**src/hw/rtl/s3tc_pkg.sv**
```systemverilog
// Shared types, mode codes and fixed-divisor helpers of the S3TC block decoder.
`timescale 1ns / 1ps
`default_nettype none

package s3tc_pkg;

	localparam int CFG_IDX_W = 8;
	localparam int CFG_DATA_W = 8;

	localparam logic [CFG_IDX_W-1:0] REG_ALPHA_DEPTH = 8'd0;
	localparam logic [CFG_IDX_W-1:0] REG_ALPHA_ENCODING = 8'd1;

	localparam logic [1:0] MODE_DXT1 = 2'd0;
	localparam logic [1:0] MODE_DXT3 = 2'd1;
	localparam logic [1:0] MODE_DXT5 = 2'd2;

	localparam logic [19:0] RECIP3 = 20'd341;
	localparam logic [18:0] RECIP5 = 19'd409;
	localparam logic [18:0] RECIP7 = 19'd292;

	localparam logic [7:0] EXP5_LUT [32] = '{
		8'd0,   8'd8,   8'd16,  8'd24,  8'd32,  8'd41,  8'd49,  8'd57,
		8'd65,  8'd74,  8'd82,  8'd90,  8'd98,  8'd106, 8'd115, 8'd123,
		8'd131, 8'd139, 8'd148, 8'd156, 8'd164, 8'd172, 8'd180, 8'd189,
		8'd197, 8'd205, 8'd213, 8'd222, 8'd230, 8'd238, 8'd246, 8'd255
	};

	typedef struct packed {
		logic [63:0] color_block;
		logic [63:0] alpha_block;
	} s3tc_in_t;

	typedef struct packed {
		logic [1:0]  row_index;
		logic [31:0] pixel0;
		logic [31:0] pixel1;
		logic [31:0] pixel2;
		logic [31:0] pixel3;
		logic        last_row;
	} s3tc_out_t;

	typedef struct packed {
		logic [1:0]            mode;
		logic                  gt;
		logic [31:0]           idx;
		logic [63:0]           ab;
		logic [3:0][2:0][7:0]  pal;
		logic [7:0][7:0]       alph;
	} s3tc_blk_t;

	function automatic logic [7:0] exp5(input logic [4:0] x);
		return EXP5_LUT[x];
	endfunction

	// x * 255 / 63 == 4x + x / 21 exactly
	function automatic logic [7:0] exp6(input logic [5:0] x);
		logic [1:0] f;
		f = (x == 6'd63) ? 2'd3 : (x >= 6'd42) ? 2'd2 : (x >= 6'd21) ? 2'd1 : 2'd0;
		return {x, 2'b00} + {6'd0, f};
	endfunction

	function automatic logic [7:0] div3_est(input logic [9:0] n);
		logic [19:0] p;
		p = {10'd0, n} * RECIP3;
		return p[17:10];
	endfunction

	function automatic logic [7:0] div3_fix(input logic [9:0] n, input logic [7:0] est);
		logic [9:0] r;
		r = n - ({2'd0, est} * 10'd3);
		return (r >= 10'd3) ? est + 8'd1 : est;
	endfunction

	function automatic logic [7:0] div5_est(input logic [10:0] n);
		logic [18:0] p;
		p = {8'd0, n} * RECIP5;
		return p[18:11];
	endfunction

	function automatic logic [7:0] div5_fix(input logic [10:0] n, input logic [7:0] est);
		logic [10:0] r;
		r = n - ({3'd0, est} * 11'd5);
		return (r >= 11'd5) ? est + 8'd1 : est;
	endfunction

	function automatic logic [7:0] div7_est(input logic [10:0] n);
		logic [18:0] p;
		p = {8'd0, n} * RECIP7;
		return p[18:11];
	endfunction

	function automatic logic [7:0] div7_fix(input logic [10:0] n, input logic [7:0] est);
		logic [10:0] r;
		r = n - ({3'd0, est} * 11'd7);
		return (r >= 11'd7) ? est + 8'd1 : est;
	endfunction

endpackage

`default_nettype wire

```
**src/hw/rtl/s3tc_pal_pipe.sv**
```systemverilog
// Four-stage pipeline that turns a compressed block into its color palette and alpha table.
`timescale 1ns / 1ps
`default_nettype none

module s3tc_pal_pipe
	import s3tc_pkg::*;
(
	input  wire logic      clk,
	input  wire logic      arst_n,
	input  wire logic      in_valid,
	output logic           in_ready,
	input  wire s3tc_in_t  in_data,
	input  wire logic [1:0] in_mode,
	output logic           out_valid,
	input  wire logic      out_ready,
	output s3tc_blk_t      out_blk
);

	logic v_s1, v_s2, v_s3, v_s4;
	logic rdy_s1, rdy_s2, rdy_s3, rdy_s4;

	logic [63:0] cb_s1, ab_s1;
	logic [1:0]  mode_s1;

	logic [2:0][7:0]  e0_s2, e1_s2, e0_d, e1_d;
	logic [2:0][9:0]  num2_s2, num3_s2, num2_d, num3_d;
	logic [5:0][10:0] anum_s2, anum_d;
	logic             gt_s2, agt_s2;
	logic [7:0]       a0_s2, a1_s2;
	logic [31:0]      idx_s2;
	logic [63:0]      ab_s2;
	logic [1:0]       mode_s2;

	logic [2:0][7:0]  e0_s3, e1_s3, est2_s3, est3_s3, est2_d, est3_d;
	logic [2:0][9:0]  num2_s3, num3_s3;
	logic [5:0][10:0] anum_s3;
	logic [5:0][7:0]  aest_s3, aest_d;
	logic             gt_s3, agt_s3;
	logic [7:0]       a0_s3, a1_s3;
	logic [31:0]      idx_s3;
	logic [63:0]      ab_s3;
	logic [1:0]       mode_s3;

	s3tc_blk_t blk_s4, blk_d;

	assign rdy_s4   = !v_s4 || out_ready;
	assign rdy_s3   = !v_s3 || rdy_s4;
	assign rdy_s2   = !v_s2 || rdy_s3;
	assign rdy_s1   = !v_s1 || rdy_s2;
	assign in_ready = rdy_s1;

	assign out_valid = v_s4;
	assign out_blk   = blk_s4;

	always_ff @(posedge clk or negedge arst_n) begin
		if (!arst_n) begin
			v_s1 <= 1'b0;
			v_s2 <= 1'b0;
			v_s3 <= 1'b0;
			v_s4 <= 1'b0;
		end else begin
			if (rdy_s1) v_s1 <= in_valid;
			if (rdy_s2) v_s2 <= v_s1;
			if (rdy_s3) v_s3 <= v_s2;
			if (rdy_s4) v_s4 <= v_s3;
		end
	end

	always_ff @(posedge clk) begin
		if (rdy_s1) begin
			cb_s1   <= in_data.color_block;
			ab_s1   <= in_data.alpha_block;
			mode_s1 <= in_mode;
		end
	end

	always_comb begin
		logic [7:0] a0, a1;
		logic       agt;
		a0 = ab_s1[7:0];
		a1 = ab_s1[15:8];
		agt = a0 > a1;
		e0_d[0] = exp5(cb_s1[15:11]);
		e0_d[1] = exp6(cb_s1[10:5]);
		e0_d[2] = exp5(cb_s1[4:0]);
		e1_d[0] = exp5(cb_s1[31:27]);
		e1_d[1] = exp6(cb_s1[26:21]);
		e1_d[2] = exp5(cb_s1[20:16]);
		for (int c = 0; c < 3; c++) begin
			num2_d[c] = (cb_s1[15:0] > cb_s1[31:16]) ?
				{1'b0, e0_d[c], 1'b0} + {2'd0, e1_d[c]} :
				{2'd0, e0_d[c]} + {2'd0, e1_d[c]};
			num3_d[c] = {2'd0, e0_d[c]} + {1'b0, e1_d[c], 1'b0};
		end
		for (int i = 0; i < 6; i++) begin
			if (agt)
				anum_d[i] = 11'(6 - i) * {3'd0, a0} + 11'(1 + i) * {3'd0, a1};
			else if (i < 4)
				anum_d[i] = 11'(4 - i) * {3'd0, a0} + 11'(1 + i) * {3'd0, a1};
			else
				anum_d[i] = 11'd0;
		end
	end

	always_ff @(posedge clk) begin
		if (rdy_s2) begin
			e0_s2   <= e0_d;
			e1_s2   <= e1_d;
			num2_s2 <= num2_d;
			num3_s2 <= num3_d;
			anum_s2 <= anum_d;
			gt_s2   <= cb_s1[15:0] > cb_s1[31:16];
			agt_s2  <= ab_s1[7:0] > ab_s1[15:8];
			a0_s2   <= ab_s1[7:0];
			a1_s2   <= ab_s1[15:8];
			idx_s2  <= cb_s1[63:32];
			ab_s2   <= ab_s1;
			mode_s2 <= mode_s1;
		end
	end

	always_comb begin
		for (int c = 0; c < 3; c++) begin
			est2_d[c] = div3_est(num2_s2[c]);
			est3_d[c] = div3_est(num3_s2[c]);
		end
		for (int i = 0; i < 6; i++)
			aest_d[i] = agt_s2 ? div7_est(anum_s2[i]) : div5_est(anum_s2[i]);
	end

	always_ff @(posedge clk) begin
		if (rdy_s3) begin
			e0_s3   <= e0_s2;
			e1_s3   <= e1_s2;
			num2_s3 <= num2_s2;
			num3_s3 <= num3_s2;
			est2_s3 <= est2_d;
			est3_s3 <= est3_d;
			anum_s3 <= anum_s2;
			aest_s3 <= aest_d;
			gt_s3   <= gt_s2;
			agt_s3  <= agt_s2;
			a0_s3   <= a0_s2;
			a1_s3   <= a1_s2;
			idx_s3  <= idx_s2;
			ab_s3   <= ab_s2;
			mode_s3 <= mode_s2;
		end
	end

	always_comb begin
		blk_d.mode = mode_s3;
		blk_d.gt   = gt_s3;
		blk_d.idx  = idx_s3;
		blk_d.ab   = ab_s3;
		for (int c = 0; c < 3; c++) begin
			blk_d.pal[0][c] = e0_s3[c];
			blk_d.pal[1][c] = e1_s3[c];
			blk_d.pal[2][c] = gt_s3 ? div3_fix(num2_s3[c], est2_s3[c]) : num2_s3[c][8:1];
			blk_d.pal[3][c] = gt_s3 ? div3_fix(num3_s3[c], est3_s3[c]) : 8'd0;
		end
		blk_d.alph[0] = a0_s3;
		blk_d.alph[1] = a1_s3;
		for (int i = 0; i < 6; i++) begin
			if (agt_s3)
				blk_d.alph[2 + i] = div7_fix(anum_s3[i], aest_s3[i]);
			else if (i < 4)
				blk_d.alph[2 + i] = div5_fix(anum_s3[i], aest_s3[i]);
			else if (i == 4)
				blk_d.alph[2 + i] = 8'd0;
			else
				blk_d.alph[2 + i] = 8'd255;
		end
	end

	always_ff @(posedge clk) begin
		if (rdy_s4)
			blk_s4 <= blk_d;
	end

endmodule

`default_nettype wire

```
**src/hw/rtl/s3tc_block_decoder_top.sv**
```systemverilog
// Top level of the S3TC block decoder: config registers, palette pipeline and row output.
//
//  channel | direction | handshake            | payload
//  src     | in        | src_valid / src_stall | s3tc_in_t  (color_block, alpha_block)
//  dst     | out       | dst_valid / dst_stall | s3tc_out_t (row_index, pixel0..3, last_row)
//  cfg     | in        | cfg_valid / cfg_ready | cfg_index, cfg_data
//
// Row 0 of a block shows on dst after the block passes the palette pipeline stages,
// the block register and the row register on dst. Each block leaves as four beats, one per
// cycle while dst is not stalled; the block register holds one block until its last row loads, then takes the next.
// Reset clears all valid bits and both config registers; cfg_ready stays high.
// A stall on dst backs up through the pipeline stages; nothing is dropped or repeated.
`timescale 1ns / 1ps
`default_nettype none

module s3tc_block_decoder_top
	import s3tc_pkg::*;
(
	input  wire logic                  clk,
	input  wire logic                  arst_n,
	input  wire logic                  src_valid,
	output logic                       src_stall,
	input  wire s3tc_in_t              src_data,
	output logic                       dst_valid,
	input  wire logic                  dst_stall,
	output s3tc_out_t                  dst_data,
	input  wire logic                  cfg_valid,
	output logic                       cfg_ready,
	input  wire logic [CFG_IDX_W-1:0]  cfg_index,
	input  wire logic [CFG_DATA_W-1:0] cfg_data
);

	logic [7:0] alpha_depth_q, alpha_encoding_q;
	logic [1:0] mode;
	logic       pipe_ready, pipe_valid, blk_take;
	s3tc_blk_t  pipe_blk;

	s3tc_blk_t  blk_q;
	logic       blk_valid_q;
	logic [1:0] row_q;
	s3tc_out_t  out_q, row_d;
	logic       out_valid_q, out_load;

	assign cfg_ready = 1'b1;

	always_ff @(posedge clk or negedge arst_n) begin
		if (!arst_n) begin
			alpha_depth_q    <= 8'd0;
			alpha_encoding_q <= 8'd0;
		end else if (cfg_valid && cfg_ready) begin
			if (cfg_index == REG_ALPHA_DEPTH)
				alpha_depth_q <= cfg_data;
			else if (cfg_index == REG_ALPHA_ENCODING)
				alpha_encoding_q <= cfg_data;
		end
	end

	always_comb begin
		if (alpha_depth_q == 8'd0 || (alpha_depth_q == 8'd1 && alpha_encoding_q == 8'd0))
			mode = MODE_DXT1;
		else if (alpha_depth_q == 8'd4 || (alpha_depth_q == 8'd8 && alpha_encoding_q == 8'd1))
			mode = MODE_DXT3;
		else if (alpha_depth_q == 8'd8 && alpha_encoding_q == 8'd7)
			mode = MODE_DXT5;
		else
			mode = MODE_DXT1;
	end

	s3tc_pal_pipe u_pipe (
		.clk       (clk),
		.arst_n    (arst_n),
		.in_valid  (src_valid),
		.in_ready  (pipe_ready),
		.in_data   (src_data),
		.in_mode   (mode),
		.out_valid (pipe_valid),
		.out_ready (blk_take),
		.out_blk   (pipe_blk)
	);

	assign src_stall = !pipe_ready;

	assign out_load = blk_valid_q && (!out_valid_q || !dst_stall);
	assign blk_take = !blk_valid_q || (out_load && row_q == 2'd3);

	always_ff @(posedge clk or negedge arst_n) begin
		if (!arst_n) begin
			blk_valid_q <= 1'b0;
			row_q       <= 2'd0;
			out_valid_q <= 1'b0;
		end else begin
			if (pipe_valid && blk_take) begin
				blk_valid_q <= 1'b1;
				row_q       <= 2'd0;
			end else if (out_load) begin
				if (row_q == 2'd3)
					blk_valid_q <= 1'b0;
				row_q <= row_q + 2'd1;
			end
			if (out_load)
				out_valid_q <= 1'b1;
			else if (!dst_stall)
				out_valid_q <= 1'b0;
		end
	end

	always_ff @(posedge clk) begin
		if (pipe_valid && blk_take)
			blk_q <= pipe_blk;
		if (out_load)
			out_q <= row_d;
	end

	always_comb begin
		logic [3:0]       t;
		logic [1:0]       k;
		logic [3:0]       an;
		logic [2:0]       ai;
		logic [7:0]       a;
		logic [3:0][31:0] px;
		for (int x = 0; x < 4; x++) begin
			t  = {row_q, 2'(x)};
			k  = blk_q.idx[{t, 1'b0} +: 2];
			an = blk_q.ab[{t, 2'b00} +: 4];
			ai = blk_q.ab[6'd16 + 6'(t) * 6'd3 +: 3];
			case (blk_q.mode)
				MODE_DXT3: a = {an, an};
				MODE_DXT5: a = blk_q.alph[ai];
				default:   a = (k == 2'd3 && !blk_q.gt) ? 8'd0 : 8'd255;
			endcase
			px[x] = {a, blk_q.pal[k][2], blk_q.pal[k][1], blk_q.pal[k][0]};
		end
		row_d.row_index = row_q;
		row_d.pixel0    = px[0];
		row_d.pixel1    = px[1];
		row_d.pixel2    = px[2];
		row_d.pixel3    = px[3];
		row_d.last_row  = row_q == 2'd3;
	end

	assign dst_valid = out_valid_q;
	assign dst_data  = out_q;

endmodule

`default_nettype wire

```
**config.mk**
```make
export PLATFORM = sky130hd
export DESIGN_NAME = s3tc_block_decoder_top
export DESIGN_NICKNAME = d
export VERILOG_FILES = /design/src/hw/rtl/s3tc_pkg.sv /design/src/hw/rtl/s3tc_pal_pipe.sv /design/src/hw/rtl/s3tc_block_decoder_top.sv
export SDC_FILE = /design/constraint.sdc
export NUM_CORES = 2
export LEC_CHECK = 0
export BUFFER_PORTS_ARGS = -buffer_cell sky130_fd_sc_hd__buf_2
export CAP_MARGIN = 20
export CORE_MARGIN = 4
export CORE_UTILIZATION = 30
export DETAILED_ROUTE_END_ITERATION = 7
export PLACE_DENSITY_LB_ADDON = 0.25
export SYNTH_ARGS = -nofsm -noshare
export SYNTH_HDL_FRONTEND = slang
export SYNTH_SLANG_ARGS = --single-unit
```
**constraint.sdc**
```tcl
create_clock -name clk -period 23.4 [get_ports clk]
set_clock_uncertainty 0.1 [all_clocks]
set_input_delay 1.17 -clock clk [delete_from_list [all_inputs] [get_ports clk]]
set_output_delay 1.17 -clock clk [all_outputs]
set_load 0.005 [all_outputs]
```
**Word level (Yosys, flattened, before mapping)**

Memory sizes are Yosys's and may differ from the RTL's.
Index checks and enable logic that the tools add are counted.

- Register bits after elaboration: 1479
- Latch bits: 0
- Memory bits (writable): 0
- Memory bits (read-only): 1024
- Output and inout port bits: 134
- Word-level logic and storage cells: 417
- Memories: 4

Memories:

| memory | depth | width | read ports | clocked after memory_dff | wr ports | line | text |
|---|---|---|---|---|---|---|---|
| (no name shown) | 32 | 8 | 1 | 0 | 0 | s3tc_pkg.sv:52 | `return EXP5_LUT[x];` |
| (no name shown) | 32 | 8 | 1 | 0 | 0 | s3tc_pkg.sv:52 |  |
| (no name shown) | 32 | 8 | 1 | 0 | 0 | s3tc_pkg.sv:52 |  |
| (no name shown) | 32 | 8 | 1 | 0 | 0 | s3tc_pkg.sv:52 |  |

- Add/sub/neg operators: 54
- Multipliers: 44
- Div/mod/pow operators: 0
- Magnitude comparators: 34
- Equal/unequal tests: 16
- Shifts and indexed selects: 12
- Muxes and demuxes: 83
- Bitwise operators: 5
- Reductions and logical operators: 36

Operators with widths:

| cell | number |
|---|---|
| $mux W8 | 45 |
| $shiftx A64 B7 Y3 | 4 |
| $shiftx A64 B7 Y4 | 4 |
| $bmux W24 S2 | 4 |
| $shiftx A32 B6 Y2 | 4 |
| $mul A11 B9 Y19 const B | 6 |
| $ge A11 B3 Y1 const B | 10 |
| $mul A8 B3 Y11 const B | 10 |
| $sub A11 B11 Y11 | 10 |
| $mul A10 B9 Y18 const B | 6 |
| $mul A11 B7 Y17 const B | 6 |
| $add A8 B1 Y8 const B | 12 |
| $bmux W8 S3 | 4 |
| $mux W24 | 4 |
| $pmux W8 S2 | 4 |
| $ge A10 B2 Y1 const B | 6 |
| $mul A8 B2 Y10 const B | 6 |
| $sub A10 B10 Y10 | 6 |
| $mux W11 | 4 |
| $mul A2 B8 Y10 const A | 4 |
| $ge A6 B6 Y1 const B | 6 |
| $add A8 B9 Y10 | 3 |
| $add A9 B8 Y10 | 3 |
| $mux W10 | 3 |
| other kinds (41) | 110 |

**Depth between registers and ports, before layout**

- Word-level depth: 10
- Gate-level depth with buffers: 21

**Cells and area by module**

Synthesis repeated with hierarchy kept, for this count alone.

- Cells, all modules: 7409
- Area total of the unflattened synthesis: 93802.5 um^2

By module, submodules not included:

| module | instances | cells each | area an instance (um^2) | seq. area each (um^2) |
|---|---|---|---|---|
| s3tc_pal_pipe | 1 | 6318 | 74243.7 | 30219.0 |
| s3tc_block_decoder_top | 1 | 1091 | 19558.8 | 12211.7 |

**Worst setup path before layout**

Ideal clock, no wire load.

- Path kind: input-to-reg
- From: in dst_stall
- To: reg u_pipe.ab_s2[0] (enable)
- Setup time: 2.033 ns
- Data arrival time: 16.152 ns
- Data required time: 21.267 ns
- Path slack: 5.114 ns
- Stages: 5
- Buffers on the path: 0
- Cells stage by stage: nand2_1 a21boi_0 nand3_1 inv_1 nand2_1

- Longest elaborated chain between the ends: 8

RTL lines:

| item | line | text |
|---|---|---|
| from (decl) | s3tc_block_decoder_top.sv:25 | `input wire logic dst_stall,` |
| $logic_not A1 Y1 | - |  |
| $logic_or A1 B1 Y1 | s3tc_block_decoder_top.sv:83 | `assign out_load = blk_valid_q && (!out_valid_q \|\| !dst_stall);` |
| $logic_and A1 B1 Y1 | s3tc_block_decoder_top.sv:83 |  |
| $logic_and A1 B1 Y1 | s3tc_block_decoder_top.sv:84 | `assign blk_take = !blk_valid_q \|\| (out_load && row_q == 2'd3);` |
| $logic_or A1 B1 Y1 | s3tc_block_decoder_top.sv:84 |  |
| $logic_or A1 B1 Y1 | s3tc_pal_pipe.sv:46 | `assign rdy_s4 = !v_s4 \|\| out_ready;` |
| $logic_or A1 B1 Y1 | s3tc_pal_pipe.sv:47 | `assign rdy_s3 = !v_s3 \|\| rdy_s4;` |
| via u_pipe.rdy_s3 | s3tc_pal_pipe.sv:20 | `logic rdy_s1, rdy_s2, rdy_s3, rdy_s4;` |
| $logic_or A1 B1 Y1 | s3tc_pal_pipe.sv:48 | `assign rdy_s2 = !v_s2 \|\| rdy_s3;` |
| via u_pipe.rdy_s2 | s3tc_pal_pipe.sv:20 |  |
| to (signal assigned) | s3tc_pal_pipe.sv:117 | `ab_s2 <= ab_s1;` |
| to (decl) | s3tc_pal_pipe.sv:31 | `logic [63:0] ab_s2;` |

The timed path passes the listed nets, and every way through them passes these cells.
A chain may end at the register's enable or synchronous reset.

==> impl_metrics.py <==
metrics = {
    "clock_tree": {
        "cts_repair_resize_count": 0,
        "clock-root-buffer": "sky130_fd_sc_hd__clkbuf_16",
        "tritoncts_clock_tree": "done",
        "clkLatencyLatePin_ps": 850,
        "clock_tree.buffer_depth": 4,
        "h_tree_depth": 4,
        "cts.sink_count": 1401,
        "cts_setup_buffers": 0,
        "clkSlewWorstSetupHoldPaths_ps": 70,
        "tritoncts_buffer_count": 163,
        "hold_buffers": 0,
    },
    "critical_path": {
        "nature_of_the_critical_path_startpoint": "flip-flop",
        "critical_path_peak_fanout": 75,
        "setup.worst_path.end_class": "flip-flop",
        "timing.setup.critical_path_class": "flip-flop to flip-flop",
        "crit_arrival_ps": 6060,
        "worst_ep_required_time_ps": 23860,
    },
    "yosys": {
        "synthesis.area_per_instance_sq_um": 12.7,
        "yosysMostFrequentCell": "sky130_fd_sc_hd__edfxtp_1",
        "mappedNetlistNets": 9101,
        "syn-instance-count": 7309,
        "synthArstFlopShare_pct": 1.71,
        "synth_area_leaders": "sky130_fd_sc_hd__edfxtp_1 45%, sky130_fd_sc_hd__ha_1 16%, sky130_fd_sc_hd__fa_1 9.0%",
        "synth-warning-count": 0,
        "syn_area_sq_um": 92900,
        "yosysSeqAreaShare_pct": 45.2,
        "synth.ff_latch_count": 1401,
        "synth_cell_types": 96,
        "synth_edf_count": 1377,
        "synth.top_cell.area_share_pct": 44.5,
        "ys_dominant_reg_cell": "sky130_fd_sc_hd__edfxtp_1",
        "cell_type_with_the_highest_aggregate_area_in_the_netlist": "sky130_fd_sc_hd__edfxtp_1",
        "top_post_synthesis_cells_by_count": "1377 x sky130_fd_sc_hd__edfxtp_1, 1223 x sky130_fd_sc_hd__ha_1, 1150 x sky130_fd_sc_hd__inv_1, 420 x sky130_fd_sc_hd__fa_1, 344 x sky130_fd_sc_hd__a21oi_1",
    },
    "outcome": {
        "status": "finished, final reports clean",
    },
    "grt": {
        "overflow": 0,
        "grt_use_total_pct": 14.2,
        "grt_antenna_before_repair": 34,
        "grt_first_pass_wirelength_um": 352000,
        "grt_start_max_net_pins": 149,
        "grt_pass1_vias": 58600,
    },
    "sta": {
        "max_freq_mhz": 179,
        "finalHoldViolations": 0,
        "final_layout_setup_total_negative_slack_ps": 0,
        "final.period_utilization_pct": 23.9,
        "final.hold.worst_slack_ps": 243,
        "rsz_0062_raised_after_global_routing": "no",
        "worst-slew-pin-transition_ps": 1080,
        "timing.slew.headroom_pct": 27.5,
        "final-max-slew-violation-count": 0,
        "period_minus_slack_ps": 5600,
        "final-setup-viol-count": 0,
    },
    "floorplan": {
        "initial_core_util_pct": 30.1,
        "dieHeight_um": 565,
        "die-width_um": 565,
        "io_pins": 283,
        "die_area_sq_um": 319000,
        "core_area_sq_um": 309000,
        "row_count": 204,
    },
    "detailed_routing": {
        "drt_first_iter_violations": 3576,
        "wire_per_inst_um": 19.1,
        "via_per_inst": 4.73,
        "vias": 56600,
        "pre_antenna_drt_iters": 5,
        "post_route_drc": 0,
        "detail-route-antenna-nets": 0,
        "detail_route.wirelength_um": 228000,
    },
    "cells_and_area": {
        "fraction_of_layout_cells_with_a_size_suffix_above_1_pct": 10.8,
        "nNetsFinal": 9492,
        "flow.area_growth_from_synthesis_pct": 12.7,
        "final_cell_count_no_fill": 12000,
    },
    "min_path": {
        "hold_path_class": "input port to async pin",
    },
    "placed_design": {
        "dp.cells": 11700,
        "gp_congestion": 0.850,
        "dp_hpwl_um": 174000,
        "numPortBuffers": 281,
    },
    "flow_run": {
        "max_cap_viol_count": 0,
    },
}
[stage by stage]
stage	util (%)	worst slack (ps)	area (sq um)
3_5_place_dp	32.2	17930	99500
2_1_floorplan	-	5110	92900
4_1_cts	33.9	17770	105000
6_report	33.9	17800	105000
5_1_grt	33.9	17420	105000
3_3_place_gp	32.2	17970	99500
[metal layers]
layer	track usage, %	routed length (um)	up-vias
met5	0	103	-
met4	3.16	4530	16
met3	2.24	10700	309
met2	23.1	105000	1116
met1	19.9	108000	28100
li1	-	-	27000
[cell type report]
type | instances | area, sq um
antenna | 9 | 22.5
multi-input combinational | 4650 | 46200
timing repair buffer | 332 | 1800
sequential | 1401 | 42000
inverter | 1152 | 4330
clock buffer | 187 | 4190
clock inverter | 99 | 1050
fill | 30200 | 204000
tap | 4120 | 5150
[flip-flops by register name, indices dropped and copies added, names as in the netlist, 62 cells and up]
name and count:
u_pipe.out_blk 243, u_pipe.anum_s3 62, blk_q 243, u_pipe.cb_s1 64, u_pipe.ab_s3 64, u_pipe.ab_s1 64, u_pipe.anum_s2 62, dst_data 131
u_pipe.ab_s2 64
[final timing paths]
path                                                 to                          start  cells after the start  slack [ps]
worst max register to register  dst_data[123]$_DFFE_PP_           row_q[0]$_DFFE_PN0P_                     12       17800
min in group clk                   blk_q[246]$_DFFE_PP_  u_pipe.out_blk[246]$_DFFE_PP_                      0         280
worst max-delay path            dst_data[123]$_DFFE_PP_           row_q[0]$_DFFE_PN0P_                     12       17800
max in group asynchronous          row_q[0]$_DFFE_PN0P_                         arst_n                      1       22490
worst min register to register     blk_q[246]$_DFFE_PP_  u_pipe.out_blk[246]$_DFFE_PP_                      0         280
worst min-delay path            u_pipe.v_s1$_DFFE_PN0N_                         arst_n                      1         240
[layout by cell type (no fill, tap or decap), types with 79 or more instances in the layout]
master,instances
sky130_fd_sc_hd__a21o_1,96
sky130_fd_sc_hd__a21oi_1,343
sky130_fd_sc_hd__buf_2,282
sky130_fd_sc_hd__clkbuf_16,164
sky130_fd_sc_hd__edfxtp_1,1377
sky130_fd_sc_hd__fa_1,420
sky130_fd_sc_hd__ha_1,1222
sky130_fd_sc_hd__inv_1,1149
sky130_fd_sc_hd__mux2i_1,205
sky130_fd_sc_hd__mux4_2,152
sky130_fd_sc_hd__nand2_1,213
sky130_fd_sc_hd__nor2_1,305
sky130_fd_sc_hd__nor3_1,100
sky130_fd_sc_hd__o21ai_0,173
sky130_fd_sc_hd__o21bai_1,79
sky130_fd_sc_hd__xnor2_1,300
sky130_fd_sc_hd__xor2_1,118
[worst max-delay path, stage by stage, from the launching register on]
cell,delay [ps]
sky130_fd_sc_hd__dfrtp_4,620
sky130_fd_sc_hd__buf_4,780
sky130_fd_sc_hd__inv_2,170
sky130_fd_sc_hd__ha_2,640
sky130_fd_sc_hd__buf_4,480
sky130_fd_sc_hd__mux2_2,400
sky130_fd_sc_hd__nand2_1,70
sky130_fd_sc_hd__o21ai_0,110
sky130_fd_sc_hd__mux4_2,790
sky130_fd_sc_hd__nor2b_1,620
sky130_fd_sc_hd__a22oi_1,220
sky130_fd_sc_hd__o211ai_1,140
sky130_fd_sc_hd__nand2_1,80
[cells by family (layout without fill, tap and decap cells)]
group / Yosys count / count (layout) / share of synthesized area (%)
buf+inv: 1258 / 1770 / 5.19
fa+ha+maj: 1643 / 1643 / 25.5
xor+xnor: 420 / 420 / 3.99
compound gates: 1169 / 1169 / 8.23
flops: 1401 / 1401 / 45.2
simple gates: 988 / 988 / 5.15
other cells: 1 / 10 / 0.00404
mux: 429 / 429 / 6.76
Power is left out: the tool's default activity adds up to more than one toggle a clock period on the data nets, which glitch-free logic cannot reach.
